**config.mk**
```make
export PLATFORM = sky130hd
export DESIGN_NAME = buddy_block_allocator_unit
export DESIGN_NICKNAME = d
export VERILOG_FILES = /design/src/rtl/bba_pkg.sv /design/src/rtl/bba_map_store.sv /design/src/rtl/bba_row_unit.sv /design/src/rtl/buddy_block_allocator_unit.sv
export SDC_FILE = /design/constraint.sdc
export NUM_CORES = 2
export LEC_CHECK = 0
export BUFFER_PORTS_ARGS = -buffer_cell sky130_fd_sc_hd__buf_2
export CELL_PAD_IN_SITES_DETAIL_PLACEMENT = 1
export CELL_PAD_IN_SITES_GLOBAL_PLACEMENT = 1
export CORE_ASPECT_RATIO = 0.75
export CORE_MARGIN = 3
export CORE_UTILIZATION = 45
export DETAILED_ROUTE_END_ITERATION = 7
export PLACE_DENSITY = 0.79
export SETUP_SLACK_MARGIN = 0.02
export SLEW_MARGIN = 20
export SYNTH_ARGS = -nofsm -noshare
export SYNTH_HDL_FRONTEND = slang
export SYNTH_SLANG_ARGS = --single-unit
```
**constraint.sdc**
```tcl
create_clock -name i_clk -period 6.55 [get_ports i_clk]
set_input_delay 0.655 -clock i_clk [delete_from_list [all_inputs] [get_ports i_clk]]
set_output_delay 0.655 -clock i_clk [all_outputs]
set_load 0.005 [all_outputs]
```
**src/rtl/bba_pkg.sv**
```systemverilog
// shared types, constants and map-layout functions for the buddy block allocator
// no dependencies; every other rtl file refers to this package by scoped names
package bba_pkg;

    localparam int POOL_BYTES = 1024;
    localparam int LVL_W      = 3;
    localparam int ADDR_W     = 10;
    localparam int CNT_W      = 11;
    localparam int IDX_W      = 9;
    localparam int ROW_W      = 32;
    localparam int BIT_W      = 5;
    localparam int PAR_W      = ROW_W / 2;
    localparam int MAP_ROWS   = 34;
    localparam int ROW_AW     = 6;

    localparam logic [LVL_W-1:0]  TOP_LEVEL  = 3'd7;
    localparam logic [LVL_W-1:0]  MERGE_TOP  = 3'd6;
    localparam logic [ROW_AW-1:0] TOP_ROW    = 6'd33;
    localparam logic [ROW_W-1:0]  TOP_INIT   = 32'h0000_000F;
    localparam logic [CNT_W-1:0]  POOL_COUNT = 11'd1024;

    localparam logic CMD_ALLOC = 1'b0;
    localparam logic CMD_FREE  = 1'b1;

    localparam logic STATUS_OK   = 1'b0;
    localparam logic STATUS_FAIL = 1'b1;

    // row unit operations
    localparam logic [1:0] ROW_SET   = 2'd0;
    localparam logic [1:0] ROW_CLR   = 2'd1;
    localparam logic [1:0] ROW_MERGE = 2'd2;
    localparam logic [1:0] ROW_PASS  = 2'd3;

    typedef struct packed {
        logic              command;
        logic [LVL_W-1:0]  size_class;
        logic [ADDR_W-1:0] block_address;
    } t_in_word;

    typedef struct packed {
        logic              status;
        logic [ADDR_W-1:0] granted_address;
        logic [CNT_W-1:0]  free_bytes;
    } t_out_word;

    typedef struct packed {
        logic              wr_en;
        logic [ROW_AW-1:0] wr_addr;
        logic [ROW_W-1:0]  wr_data;
        logic              rd_en;
        logic [ROW_AW-1:0] rd_addr;
    } t_map_req;

    typedef struct packed {
        logic [ROW_W-1:0]  row;
        logic [PAR_W-1:0]  parent;
        logic              any_pair;
        logic [ROW_AW-1:0] loc_row;
        logic [BIT_W-1:0]  loc_bit;
    } t_row_res;

    // first map row of each level; levels 0..4 take 16,8,4,2,1 rows, 5..7 one row each
    function automatic logic [ROW_AW-1:0] row_base(input logic [LVL_W-1:0] lv);
        logic [ROW_AW-1:0] b;
        unique case (lv)
            3'd0: b = 6'd0;
            3'd1: b = 6'd16;
            3'd2: b = 6'd24;
            3'd3: b = 6'd28;
            3'd4: b = 6'd30;
            3'd5: b = 6'd31;
            3'd6: b = 6'd32;
            3'd7: b = 6'd33;
            default: b = 6'd0;
        endcase
        return b;
    endfunction

    function automatic logic [BIT_W-1:0] level_rows(input logic [LVL_W-1:0] lv);
        logic [BIT_W-1:0] n;
        unique case (lv)
            3'd0: n = 5'd16;
            3'd1: n = 5'd8;
            3'd2: n = 5'd4;
            3'd3: n = 5'd2;
            default: n = 5'd1;
        endcase
        return n;
    endfunction

    function automatic logic [LVL_W-1:0] row_level(input logic [ROW_AW-1:0] r);
        logic [LVL_W-1:0] lv;
        priority if (r >= 6'd33) lv = 3'd7;
        else if (r >= 6'd32)     lv = 3'd6;
        else if (r >= 6'd31)     lv = 3'd5;
        else if (r >= 6'd30)     lv = 3'd4;
        else if (r >= 6'd28)     lv = 3'd3;
        else if (r >= 6'd24)     lv = 3'd2;
        else if (r >= 6'd16)     lv = 3'd1;
        else                     lv = 3'd0;
        return lv;
    endfunction

endpackage

```
**src/rtl/bba_map_store.sv**
```systemverilog
// free map storage: 34 rows of 32 bits, a per-row nonzero flag and the reset clearing pass
// depends on bba_pkg
module bba_map_store (
    input  logic                          i_clk,
    input  logic                          i_rst_n,
    input  bba_pkg::t_map_req             i_req,
    output logic [bba_pkg::ROW_W-1:0]     o_rd_data,
    output logic [bba_pkg::MAP_ROWS-1:0]  o_summary,
    output logic                          o_ready
);

    logic [bba_pkg::ROW_W-1:0]    r_mem [bba_pkg::MAP_ROWS];
    logic [bba_pkg::ROW_W-1:0]    r_rd_data;
    logic [bba_pkg::MAP_ROWS-1:0] r_summary;
    logic                         r_clr_busy;
    logic [bba_pkg::ROW_AW-1:0]   r_clr_row;

    logic                       w_wr_en;
    logic [bba_pkg::ROW_AW-1:0] w_wr_addr;
    logic [bba_pkg::ROW_W-1:0]  w_wr_data;

    // clearing pass owns the write port until every row is initialized
    always_comb begin
        w_wr_en   = r_clr_busy | i_req.wr_en;
        w_wr_addr = r_clr_busy ? r_clr_row : i_req.wr_addr;
        if (r_clr_busy) begin
            w_wr_data = (r_clr_row == bba_pkg::TOP_ROW) ? bba_pkg::TOP_INIT : '0;
        end else begin
            w_wr_data = i_req.wr_data;
        end
    end

    always_ff @(posedge i_clk) begin
        if (w_wr_en) begin
            r_mem[w_wr_addr] <= w_wr_data;
        end
        if (i_req.rd_en) begin
            r_rd_data <= r_mem[i_req.rd_addr];
        end
    end

    always_ff @(posedge i_clk) begin
        if (!i_rst_n) begin
            r_clr_busy <= 1'b1;
            r_clr_row  <= '0;
            r_summary  <= '0;
        end else begin
            if (r_clr_busy) begin
                if (r_clr_row == bba_pkg::ROW_AW'(bba_pkg::MAP_ROWS - 1)) begin
                    r_clr_busy <= 1'b0;
                end
                r_clr_row <= r_clr_row + 1'b1;
            end
            if (w_wr_en) begin
                r_summary[w_wr_addr] <= |w_wr_data;
            end
        end
    end

    assign o_rd_data = r_rd_data;
    assign o_summary = r_summary;
    assign o_ready   = !r_clr_busy;

endmodule

```
**src/rtl/bba_row_unit.sv**
```systemverilog
// shared row unit: locates a block bit in the map and sets, clears or merges within one row
// depends on bba_pkg
module bba_row_unit (
    input  logic [1:0]                 i_op,
    input  logic [bba_pkg::ROW_W-1:0]  i_row,
    input  logic [bba_pkg::BIT_W-1:0]  i_bit,
    input  logic [bba_pkg::LVL_W-1:0]  i_level,
    input  logic [bba_pkg::IDX_W-1:0]  i_index,
    output bba_pkg::t_row_res          o_res
);

    logic [bba_pkg::ROW_W-1:0] w_merged;
    logic [bba_pkg::PAR_W-1:0] w_pairs;

    always_comb begin
        w_merged = i_row;
        for (int m = 0; m < bba_pkg::PAR_W; m++) begin
            w_pairs[m] = i_row[2*m] & i_row[2*m+1];
            if (w_pairs[m]) begin
                w_merged[2*m]   = 1'b0;
                w_merged[2*m+1] = 1'b0;
            end
        end
    end

    always_comb begin
        o_res.parent   = w_pairs;
        o_res.any_pair = |w_pairs;
        // every level's bit index splits into row offset and bit within the row
        o_res.loc_row  = bba_pkg::row_base(i_level)
                       + bba_pkg::ROW_AW'(i_index[bba_pkg::IDX_W-1:bba_pkg::BIT_W]);
        o_res.loc_bit  = i_index[bba_pkg::BIT_W-1:0];
        unique case (i_op)
            bba_pkg::ROW_SET:   o_res.row = i_row | (bba_pkg::ROW_W'(1) << i_bit);
            // lowest free block is the one taken
            bba_pkg::ROW_CLR:   o_res.row = i_row & (i_row - 1'b1);
            bba_pkg::ROW_MERGE: o_res.row = w_merged;
            default:            o_res.row = i_row;
        endcase
    end

endmodule

```
**src/rtl/buddy_block_allocator_unit.sv**
```systemverilog
// allocate: a search, a read and a write of the hit row, then a read and a write per split level;
// a failed allocate goes from the search to the result. free: a read and a write of the block's
//   row, then a scan of map rows for levels k..6 that skips empty rows and merges buddy pairs
// one word at a time through a row store with one read and one write port and the shared row unit
// reset: synchronous, active low; a clearing pass over every map row then leaves four 256-byte blocks free
// results sit in an output register; a new word is taken while the last result waits
module buddy_block_allocator_unit (
    input  logic                  i_clk,
    input  logic                  i_rst_n,
    input  logic                  i_in_valid,
    output logic                  o_in_stall,
    input  bba_pkg::t_in_word     i_in_word,
    output logic                  o_out_valid,
    input  logic                  i_out_stall,
    output bba_pkg::t_out_word    o_out_word
);

    localparam logic [3:0] S_IDLE  = 4'd0;
    localparam logic [3:0] S_ASRCH = 4'd1;
    localparam logic [3:0] S_AFIND = 4'd2;
    localparam logic [3:0] S_SRD   = 4'd3;
    localparam logic [3:0] S_SWR   = 4'd4;
    localparam logic [3:0] S_FSET  = 4'd5;
    localparam logic [3:0] S_FWR   = 4'd6;
    localparam logic [3:0] S_MRD   = 4'd7;
    localparam logic [3:0] S_MCHK  = 4'd8;
    localparam logic [3:0] S_MPAR  = 4'd9;
    localparam logic [3:0] S_DONE  = 4'd10;

    logic [3:0]                   r_state,  n_state;
    logic [bba_pkg::LVL_W-1:0]    r_k,      n_k;
    logic [bba_pkg::ADDR_W-1:0]   r_addr,   n_addr;
    logic [bba_pkg::LVL_W-1:0]    r_lv,     n_lv;
    logic [3:0]                   r_q,      n_q;
    logic [bba_pkg::ROW_AW-1:0]   r_row,    n_row;
    logic [bba_pkg::BIT_W-1:0]    r_bit,    n_bit;
    logic [bba_pkg::ADDR_W-1:0]   r_base,   n_base;
    logic                         r_half,   n_half;
    logic [bba_pkg::PAR_W-1:0]    r_par,    n_par;
    logic [bba_pkg::CNT_W-1:0]    r_cnt,    n_cnt;
    logic                         r_status, n_status;
    logic                         r_out_valid, n_out_valid;
    bba_pkg::t_out_word           r_out_word,  n_out_word;

    bba_pkg::t_map_req              w_req;
    logic [bba_pkg::ROW_W-1:0]      w_rd_data;
    logic [bba_pkg::MAP_ROWS-1:0]   w_summary;
    logic                           w_store_ready;
    logic [1:0]                     w_op;
    logic [bba_pkg::LVL_W-1:0]      w_loc_level;
    logic [bba_pkg::IDX_W-1:0]      w_loc_index;
    bba_pkg::t_row_res              w_res;

    logic                           w_accept;
    logic                           w_found;
    logic [bba_pkg::ROW_AW-1:0]     w_hit;
    logic [bba_pkg::ROW_AW-1:0]     w_start;
    logic [bba_pkg::ADDR_W-1:0]     w_split_sh;
    logic [bba_pkg::ADDR_W-1:0]     w_free_sh;
    logic [bba_pkg::ROW_AW-1:0]     w_qdiff;
    logic [bba_pkg::CNT_W-1:0]      w_bytes;
    logic [bba_pkg::CNT_W:0]        w_sum;
    logic [bba_pkg::ROW_AW-1:0]     w_mrow;
    logic                           w_last_row;
    logic                           w_last_lv;
    logic                           w_advance;

    bba_map_store u_store (
        .i_clk     (i_clk),
        .i_rst_n   (i_rst_n),
        .i_req     (w_req),
        .o_rd_data (w_rd_data),
        .o_summary (w_summary),
        .o_ready   (w_store_ready)
    );

    bba_row_unit u_row (
        .i_op    (w_op),
        .i_row   (w_rd_data),
        .i_bit   (r_bit),
        .i_level (w_loc_level),
        .i_index (w_loc_index),
        .o_res   (w_res)
    );

    assign o_in_stall = !((r_state == S_IDLE) && w_store_ready);
    assign w_accept   = i_in_valid && !o_in_stall;

    // datapath terms shared by several states
    always_comb begin
        w_start = bba_pkg::row_base(r_k);
        w_found = 1'b0;
        w_hit   = '0;
        // lowest nonzero row at or above the class; rows are in level order
        for (int i = bba_pkg::MAP_ROWS - 1; i >= 0; i--) begin
            if (w_summary[i] && (bba_pkg::ROW_AW'(i) >= w_start)) begin
                w_found = 1'b1;
                w_hit   = bba_pkg::ROW_AW'(i);
            end
        end
        w_split_sh  = r_base >> ({1'b0, r_lv} + 4'd1);
        w_free_sh   = r_addr >> ({1'b0, r_k} + 4'd1);
        w_qdiff     = r_row - bba_pkg::row_base(r_lv);
        w_bytes     = bba_pkg::CNT_W'(2) << r_k;
        w_sum       = {1'b0, r_cnt} + {1'b0, w_bytes};
        w_mrow      = bba_pkg::row_base(r_lv) + {2'b00, r_q};
        w_last_row  = ({1'b0, r_q} == (bba_pkg::level_rows(r_lv) - 5'd1));
        w_last_lv   = (r_lv == bba_pkg::MERGE_TOP);
    end

    // row unit operand selection
    always_comb begin
        w_op        = bba_pkg::ROW_PASS;
        w_loc_level = r_lv;
        w_loc_index = w_split_sh[bba_pkg::IDX_W-1:0] + 1'b1;
        unique case (r_state)
            S_AFIND:      w_op = bba_pkg::ROW_CLR;
            S_SWR, S_FWR: w_op = bba_pkg::ROW_SET;
            S_MCHK:       w_op = bba_pkg::ROW_MERGE;
            S_FSET: begin
                w_loc_level = r_k;
                w_loc_index = w_free_sh[bba_pkg::IDX_W-1:0];
            end
            default: begin
                w_op = bba_pkg::ROW_PASS;
            end
        endcase
    end

    logic [bba_pkg::BIT_W-1:0] w_low_bit;

    // lowest set bit of the row just read
    always_comb begin
        w_low_bit = '0;
        for (int b = bba_pkg::ROW_W - 1; b >= 0; b--) begin
            if (w_rd_data[b]) begin
                w_low_bit = bba_pkg::BIT_W'(b);
            end
        end
    end

    logic [bba_pkg::ADDR_W-1:0] w_alloc_base;
    logic [bba_pkg::IDX_W-1:0]  w_alloc_idx;

    always_comb begin
        w_alloc_idx  = {w_qdiff[3:0], w_low_bit};
        w_alloc_base = {1'b0, w_alloc_idx} << ({1'b0, r_lv} + 4'd1);
    end

    always_comb begin
        n_state     = r_state;
        n_k         = r_k;
        n_addr      = r_addr;
        n_lv        = r_lv;
        n_q         = r_q;
        n_row       = r_row;
        n_bit       = r_bit;
        n_base      = r_base;
        n_half      = r_half;
        n_par       = r_par;
        n_cnt       = r_cnt;
        n_status    = r_status;
        n_out_valid = r_out_valid && i_out_stall;
        n_out_word  = r_out_word;
        w_req       = '0;
        w_advance   = 1'b0;

        unique case (r_state)
            S_IDLE: begin
                if (w_accept) begin
                    n_k      = i_in_word.size_class;
                    n_addr   = i_in_word.block_address;
                    n_base   = '0;
                    n_status = bba_pkg::STATUS_OK;
                    n_state  = (i_in_word.command == bba_pkg::CMD_FREE) ? S_FSET : S_ASRCH;
                end
            end
            S_ASRCH: begin
                if (!w_found) begin
                    n_status = bba_pkg::STATUS_FAIL;
                    n_state  = S_DONE;
                end else begin
                    w_req.rd_en   = 1'b1;
                    w_req.rd_addr = w_hit;
                    n_row         = w_hit;
                    n_lv          = bba_pkg::row_level(w_hit);
                    n_state       = S_AFIND;
                end
            end
            S_AFIND: begin
                w_req.wr_en   = 1'b1;
                w_req.wr_addr = r_row;
                w_req.wr_data = w_res.row;
                n_base        = w_alloc_base;
                n_cnt         = (r_cnt >= w_bytes) ? (r_cnt - w_bytes) : '0;
                if (r_lv == r_k) begin
                    n_state = S_DONE;
                end else begin
                    n_lv    = r_lv - 1'b1;
                    n_state = S_SRD;
                end
            end
            S_SRD: begin
                // upper half of the block being split at this level
                w_req.rd_en   = 1'b1;
                w_req.rd_addr = w_res.loc_row;
                n_row         = w_res.loc_row;
                n_bit         = w_res.loc_bit;
                n_state       = S_SWR;
            end
            S_SWR: begin
                w_req.wr_en   = 1'b1;
                w_req.wr_addr = r_row;
                w_req.wr_data = w_res.row;
                if (r_lv == r_k) begin
                    n_state = S_DONE;
                end else begin
                    n_lv    = r_lv - 1'b1;
                    n_state = S_SRD;
                end
            end
            S_FSET: begin
                w_req.rd_en   = 1'b1;
                w_req.rd_addr = w_res.loc_row;
                n_row         = w_res.loc_row;
                n_bit         = w_res.loc_bit;
                n_cnt         = (w_sum > {1'b0, bba_pkg::POOL_COUNT}) ? bba_pkg::POOL_COUNT
                                                                      : w_sum[bba_pkg::CNT_W-1:0];
                n_state       = S_FWR;
            end
            S_FWR: begin
                w_req.wr_en   = 1'b1;
                w_req.wr_addr = r_row;
                w_req.wr_data = w_res.row;
                n_lv          = r_k;
                n_q           = '0;
                n_state       = (r_k == bba_pkg::TOP_LEVEL) ? S_DONE : S_MRD;
            end
            S_MRD, S_MCHK, S_MPAR: begin
                w_advance = 1'b1;
                if (r_state == S_MRD) begin
                    // rows with nothing free cannot hold a buddy pair
                    if (w_summary[w_mrow]) begin
                        w_advance     = 1'b0;
                        w_req.rd_en   = 1'b1;
                        w_req.rd_addr = w_mrow;
                        n_row         = w_mrow;
                        n_state       = S_MCHK;
                    end
                end else if (r_state == S_MCHK) begin
                    if (w_res.any_pair) begin
                        w_advance     = 1'b0;
                        w_req.wr_en   = 1'b1;
                        w_req.wr_addr = r_row;
                        w_req.wr_data = w_res.row;
                        w_req.rd_en   = 1'b1;
                        w_req.rd_addr = bba_pkg::row_base(r_lv + 1'b1)
                                      + {3'b000, r_q[3:1]};
                        n_row         = w_req.rd_addr;
                        n_half        = r_q[0];
                        n_par         = w_res.parent;
                        n_state       = S_MPAR;
                    end
                end else begin
                    w_req.wr_en   = 1'b1;
                    w_req.wr_addr = r_row;
                    w_req.wr_data = w_rd_data | (r_half ? {r_par, {bba_pkg::PAR_W{1'b0}}}
                                                        : {{bba_pkg::PAR_W{1'b0}}, r_par});
                end
                if (w_advance) begin
                    if (w_last_row) begin
                        if (w_last_lv) begin
                            n_state = S_DONE;
                        end else begin
                            n_lv    = r_lv + 1'b1;
                            n_q     = '0;
                            n_state = S_MRD;
                        end
                    end else begin
                        n_q     = r_q + 1'b1;
                        n_state = S_MRD;
                    end
                end
            end
            S_DONE: begin
                if (!r_out_valid || !i_out_stall) begin
                    n_out_valid                = 1'b1;
                    n_out_word.status          = r_status;
                    n_out_word.granted_address = r_base;
                    n_out_word.free_bytes      = r_cnt;
                    n_state                    = S_IDLE;
                end
            end
            default: begin
                n_state = S_IDLE;
            end
        endcase
    end

    always_ff @(posedge i_clk) begin
        if (!i_rst_n) begin
            r_state     <= S_IDLE;
            r_cnt       <= bba_pkg::POOL_COUNT;
            r_out_valid <= 1'b0;
        end else begin
            r_state     <= n_state;
            r_cnt       <= n_cnt;
            r_out_valid <= n_out_valid;
        end
    end

    always_ff @(posedge i_clk) begin
        r_k        <= n_k;
        r_addr     <= n_addr;
        r_lv       <= n_lv;
        r_q        <= n_q;
        r_row      <= n_row;
        r_bit      <= n_bit;
        r_base     <= n_base;
        r_half     <= n_half;
        r_par      <= n_par;
        r_status   <= n_status;
        r_out_word <= n_out_word;
    end

    assign o_out_valid = r_out_valid;
    assign o_out_word  = r_out_word;

    a_busy_stalls: assert property (@(posedge i_clk) disable iff (!i_rst_n)
        (r_state != S_IDLE) |-> o_in_stall)
        else $error("input taken while a word is in progress");

    a_no_write_in_clear: assert property (@(posedge i_clk) disable iff (!i_rst_n)
        !w_store_ready |-> !w_req.wr_en)
        else $error("sequencer wrote the map during the clearing pass");

    a_count_bound: assert property (@(posedge i_clk) disable iff (!i_rst_n)
        r_cnt <= bba_pkg::POOL_COUNT)
        else $error("free byte count above pool size");

    a_grant_aligned: assert property (@(posedge i_clk) disable iff (!i_rst_n)
        (r_state == S_DONE) |->
            ((r_base & ((bba_pkg::ADDR_W'(2) << r_k) - 1'b1)) == '0))
        else $error("granted address not aligned to its class");

    a_merge_below_top: assert property (@(posedge i_clk) disable iff (!i_rst_n)
        (r_state == S_MRD) |-> (r_lv != bba_pkg::TOP_LEVEL))
        else $error("merge scan reached the top level");

endmodule

```
### Word level (Yosys, flattened, before mapping)

Memories as Yosys holds them, arrays and structs flattened. A register that Yosys moved wholly into a read port is not among the register bits.
Cells that the tools add are included.

| word-level totals | value |
|---|---|
| output and inout bits | 24 |
| memories kept | 6 |
| register bits after elaboration | 138 |
| input bits | 18 |
| memory bits (read-only) | 240 |
| memory bits (writable) | 1088 |

| operators by class | value |
|---|---|
| add/sub/neg operators | 15 |
| reductions and logical operators | 68 |
| equal/unequal tests | 35 |
| multiplexer cells | 202 |
| shift operators | 5 |
| bitwise logic cells | 21 |
| magnitude comparators | 46 |

Memory list:

| memory | depth | width | read ports | clocked after memory_dff | wr ports | RTL line | RTL |
|---|---|---|---|---|---|---|---|
| u_store.r_mem | 34 | 32 | 1 | 1 | 1 | bba_map_store.sv:12 | `logic [bba_pkg::ROW_W-1:0] r_mem [bba_pkg::MAP_ROWS];` |
| (no name shown) | 8 | 6 | 1 | 0 | 0 | bba_pkg.sv:65 | `unique case (lv)` |
| (no name shown) | 8 | 6 | 1 | 1 | 0 | bba_pkg.sv:65 |  |
| (no name shown) | 8 | 6 | 1 | 1 | 0 | bba_pkg.sv:65 |  |
| (no name shown) | 8 | 6 | 1 | 1 | 0 | bba_pkg.sv:65 |  |
| (no name shown) | 8 | 6 | 1 | 0 | 0 | bba_pkg.sv:65 |  |

Operators with widths:

| operator | number |
|---|---|
| two-way mux 6 bit | 44 |
| two-way mux 5 bit | 32 |
| greater-or-equal comparator 5 x 6 -> 1 bit, first input constant | 16 |
| one-hot mux 32 bit (3 select lines) | 1 |
| two-way mux 39 bit | 2 |
| one-hot mux 39 bit (2 select lines) | 1 |
| two-way mux 32 bit | 2 |
| two-way mux 4 bit | 16 |
| bitwise OR 32 bit | 2 |
| two-way mux 1 bit | 50 |
| greater-or-equal comparator 4 x 6 -> 1 bit, first input constant | 8 |
| two-way mux 3 bit | 16 |
| two-way mux 46 bit | 1 |
| logical AND 1 bit | 38 |
| bitwise mux 34 bit | 1 |
| bitwise AND 32 bit | 1 |
| two-way mux 2 bit | 16 |
| one-hot mux 4 bit (8 select lines) | 1 |
| OR reduction 32 bit | 1 |
| << shifter 1 x 5 -> 32 bit, first input constant | 1 |
| subtractor 32 x 1 -> 32 bit, second input constant | 1 |
| greater-or-equal comparator 6 x 5 -> 1 bit, second input constant | 5 |
| two-way mux 7 bit | 4 |
| greater-or-equal comparator 3 x 6 -> 1 bit, first input constant | 4 |
| 74 further kinds | 128 |

### Depth between registers and ports, before layout

| logic depth | value |
|---|---|
| word-level depth | 47 |
| gate-level depth with buffers | 27 |
| mapped depth without buffers | 23 |

### Cells and area by module

From an unflattened synthesis, not the netlist that was laid out.

| second synthesis, totals | value |
|---|---|
| cells, all modules | 3625 |
| area total of the unflattened synthesis | 55331.8 um2 |

By module, submodules not included:

| module | instances | cells an instance | area each (um2) | sequential area each (um2) |
|---|---|---|---|---|
| bba_map_store | 1 | 2287 | 44746.7 | 34453.0 |
| buddy_block_allocator_unit | 1 | 1114 | 9176.3 | 2912.8 |
| bba_row_unit | 1 | 224 | 1408.9 | 0.0 |

### Worst setup path after synthesis

OpenSTA, ideal clock, no wires.

| timing | value |
|---|---|
| kind | register to register |
| start point | register r_lv[1] (netlist name) |
| end point | register u_store.r_rd_data (netlist bit u_store.o_rd_data[0]), read port of u_store.r_mem, data pin |
| path slack | 1.298 ns |
| data arrival time | 4.987 ns |
| period minus slack after synthesis | 5.252 ns |
| stages on the path, launching flop included | 27 |
| library setup time | 0.265 ns |
| cell sequence | edfxtp_1 -> clkbuf_1 -> clkbuf_1 -> mux2_2 -> nor2_1 -> a21oi_1 -> nand2_1 -> o21ai_0 -> ha_1 -> nand2_1 -> nor3_1 -> mux2_2 -> o22ai_1 -> ha_1 -> a21o_1 -> a21oi_1 -> nor2b_1 -> nor2_1 -> nor2_1 -> xor2_1 -> nand2_1 -> o221ai_1 -> or3_1 -> clkbuf_1 -> clkbuf_1 -> o41ai_1 -> nor3_1 |

| on the way | value |
|---|---|
| cells in the longest elaborated chain, start to end | 11 |
| elaborated cells on any way between the ends | 18 |
| classes of those cells | add/sub: 5; shift: 1; mux: 10; memory: 2 |

Ends and longest elaborated chain:

| item | RTL line | RTL |
|---|---|---|
| start, declared | buddy_block_allocator_unit.sv:33 | `logic [bba_pkg::LVL_W-1:0] r_lv, n_lv;` |
| start signal, assigned | buddy_block_allocator_unit.sv:315 | `r_lv <= n_lv;` |
| adder 3 x 1 -> 3 bit | buddy_block_allocator_unit.sv:257 | `w_req.rd_addr = bba_pkg::row_base(r_lv + 1'b1)` |
| memory (8 x 6 bit) | - |  |
| two-way mux 6 bit | buddy_block_allocator_unit.sv:251 | `if (w_res.any_pair) begin` |
| two-way mux 6 bit | buddy_block_allocator_unit.sv:250 | `end else if (r_state == S_MCHK) begin` |
| two-way mux 6 bit | buddy_block_allocator_unit.sv:241 | `if (r_state == S_MRD) begin` |
| two-way mux 6 bit | buddy_block_allocator_unit.sv:168 | `unique case (r_state)` |
| adder 6 x 3 -> 6 bit | buddy_block_allocator_unit.sv:258 | `+ {3'b000, r_q[3:1]};` |
| two-way mux 46 bit | buddy_block_allocator_unit.sv:251 |  |
| two-way mux 7 bit | buddy_block_allocator_unit.sv:250 |  |
| two-way mux 7 bit | buddy_block_allocator_unit.sv:241 |  |
| one-hot mux 7 bit (3 select lines) * | buddy_block_allocator_unit.sv:168 |  |
| end, declared | bba_map_store.sv:13 | `logic [bba_pkg::ROW_W-1:0] r_rd_data;` |

Every way passes the cells marked *; elsewhere a longest branch is shown, timed or not. The select of a mux whose other input is x is not followed.
A chain may end at the register's enable or synchronous reset.

### Final worst setup path

| timing | value |
|---|---|
| start point | register r_lv[1] (netlist name) |
| end point | register u_store.r_rd_data (netlist bit u_store.o_rd_data[1]), read port of u_store.r_mem, data pin |

Same word-level chain as after synthesis.

==> impl_metrics.ini <==
[timing]
rsz0062_at_grt = false
worstMarginPinSlew_ns = 1.125
tns_ns = 0
finalCriticalPeriod_ns = 6.206
max_freq_mhz = 161.1
maxSlewViolCount = 0
report.final.setup_viol = 0
hold_violations = 0
worst_slack_ns = 0.3445
clock_skew_ns = 0.02512
fin_crit_sh = 0.9474
slew_headroom = 0.2480

[routing]
final_antenna_net_count = 0
via_per_inst = 6.276
num_vias = 36220
dr.pass1.iters = 5
drt-wirelength-per-cell_um = 28.82
drt_iter0_drc = 4001
wl_mm = 166.3
drcViolationCount = 0

[grt]
grt_antenna_before_repair = 1
grt_util_all_layers = 0.2560
grt_pass1_wl_mm = 244.4
grt_overflow_total = 0
grt_start_max_net_pins = 86
grt_pass1_vias = 36940

[power_and_ir_drop]
powerDensity_mw_per_mm2 = 338.5
seq_power_share = 0.453
ir_drop_mv = 0.2371
p_total_mw = 21.16
leakage_nw = 23.93
p_sw_mw = 6.552
swShare = 0.3097
combPwrFrac = 0.223
p_int_mw = 14.60
clockPowerShare = 0.324

[critical_path]
worstPathArrival_ns = 6.66
path_delay_family = compound AO/OA/AOI/OAI gates
cp_cell_sequence = mux2_2 > nor2_1 > a21oi_1 > nand2_1 > o21ai_0 > ha_1 > nand2_1 > nor3_1 > mux2_2 > o22ai_1 > inv_1 > fa_1 > nand2b_1 > o221a_4 > buf_12 > buf_12 > mux2i_1 > mux2i_1 > a221o_1 > a21oi_1 > nor3_1
worstSetupPathType = reg2reg
critical_path.max_fanout = 28
crit_path_start_kind = flop
end_kind = flop
crit_buf_inv = 3
cpPeakStageDelay_ns = 0.62
cp.required_ns = 7.00
critPathSlowestCell = o221a_4

[die]
pin_count = 42
row_count = 111
coreArea_mm2 = 0.1224
die_area_mm2 = 0.1279
initial_core_util = 0.4545
die_height_um = 310.4
fp.dieW_um = 411.9

[clocking]
ctsHoldBuffers = 0
postCtsSetupBuffers = 0
cts_made_buffers = 116
cts_root_buffer = clkbuf_16
clock_path_buffers = 3
htreeDepth = 3
cts.sinks = 1267
cts_tree = done
post_cts_resized = 0
clk_latency_ns = 0.73
clk_pin_slew_ns = 0.07

[logic_synthesis]
yosysSeqAreaShare = 0.6719
syn_avg_cell_area_um2 = 14.09
ys_seq_elements = 1267
ys_warn_count = 0
synth_edf_count = 1199
ys_async_sr_fraction = 0
synth_fp_nets = 4015
syn_inst = 3947
yosysUniqueCellTypes = 103
ys.flop_type = edfxtp_1
syn_area_mm2 = 0.05561

[layout]
final_cell_mix = edfxtp_1 (1,199), nand2_1 (425), mux2i_1 (393)
area.growth.synth_to_final_pct = 12.37
drive_gt1_frac = 0.1500
final_common_cell = edfxtp_1
fillers = 11920
nNetsFinal = 4102

[placed_design]
gp_congestion = 0.9606
dp_hpwl_mm = 106.2
dp_slack_ns = 0.3001
port_buffers = 39

[run]
maxCapViolCount = 0

[status]
outcome = completed

[worst_hold_path]
hold_path_class = in2reg
## layer usage
metal / up-vias / wire, um / global-route usage / share of wire
met1: 18750 / 69890 / 0.3624 / 0.42
met5: - / 0 / 0 / 0
met2: 1739 / 76830 / 0.4066 / 0.46
li1: 15410 / - / - / -
met3: 324 / 14420 / 0.04684 / 0.087
met4: 0 / 5172 / 0.07505 / 0.031
## layout make-up
cell class	instances	area (um2)	share of cell area
diodes	1	2.502	0.00004004
clock buffers	147	3083	0.04933
clock inverters	69	703.2	0.01125
inverters	66	247.7	0.003964
multi-input cells	2367	17290	0.2766
flip-flops and latches	1267	37370	0.5979
well taps	1638	2049	0.03279
repair buffers	216	1757	0.02811
## Yosys cell counts (all sizes together) (8+ instances only)
library cell	number	area, um2
mux2	40	450.4
xor2	20	175.2
nand2b	20	125.1
nor3	125	705.7
a221o	33	330.3
edfxtp	1199	36000
or2	10	62.56
o32ai	9	78.83
xnor2	28	245.2
a31oi	49	306.5
a32oi	8	70.07
clkbuf	142	534.3
and2	35	221.5
o41ai	34	297.8
o21ai	97	485.5
nand3	41	205.2
o221ai	9	102.6
o32a	9	90.09
and3	38	237.7
inv	65	244.0
o21bai	16	123.9
o31ai	10	75.07
nor2	200	763.2
o21a	13	98.85
a211oi	17	127.6
a21o	18	135.1
nand4	11	68.82
ha	45	563.0
dfxtp	68	1361
o22ai	49	306.5
nor4	18	157.7
nor2b	22	137.6
mux4	72	1622
mux2i	393	3934
a22oi	45	337.8
nand2	431	1620
or4	12	97.59
or3	11	68.82
a21oi	267	1336
buf	105	646.9
o211ai	18	135.1
## through the flow
stage               utilization  hold slack, ns  instance area [um2]  cells
finish                   0.5108          0.1030                62490   5771
global route             0.5107         0.07906                62490   5770
CTS                      0.5103         0.06090                62440   5769
detailed placement       0.4793          0.4307                58650   5553
global placement         0.4790          0.4268                58610   5552
floorplan                     -          0.4003                55610   3947
## final timing paths
path	from	end	slack, ns	depth (start not counted)
worst max-delay path	r_lv[1]$_DFFE_PP_	u_store.o_rd_data[1]$_DFFE_PP_	0.34	21
worst max register to register	r_lv[1]$_DFFE_PP_	u_store.o_rd_data[1]$_DFFE_PP_	0.34	21
worst min register to register	r_base[0]$_SDFFCE_PP0P_	o_out_word[11]$_DFFE_PP_	0.43	0
worst min-delay path	i_in_word[4]	r_addr[4]$_DFFE_PP_	0.10	1
## flip-flops by register name (all words and copies together), names as in the netlist, named ones only
signal	count
o_out_valid	1
o_out_word	21
r_addr	9
r_base	10
r_bit	5
r_cnt	10
r_half	1
r_k	3
r_lv	3
r_par	16
r_q	4
r_row	6
r_state	4
r_status	1
u_store.o_rd_data	32
u_store.o_summary	34
u_store.r_clr_busy	1
u_store.r_clr_row	6
u_store.r_mem	1088
w_start	6
## power by group through the flow
stage	Sequential (mW)	Combinational, mW	Clock (mW)
2_1_floorplan	9.44	3.16	0
3_3_place_gp	9.72	4.40	0
3_5_place_dp	9.72	4.57	0
4_1_cts	9.56	4.62	6.92
5_1_grt	9.59	5.05	7.28
6_report	9.58	4.72	6.85
## cell families after synthesis
| group | after synthesis | share of synthesized area |
|---|---|---|
| and+or+nand+nor | 1004 | 0.08527 |
| adders and majority gates | 50 | 0.01192 |
| DFF | 1267 | 0.6719 |
| other | 1 | 0.00006743 |
| xor gates and xnor gates | 48 | 0.007560 |
| muxes | 505 | 0.1080 |
| buffers and inverters | 313 | 0.02569 |
| AOI/OAI and AO/OA | 759 | 0.08959 |
(Power assumes the default switching activity.)
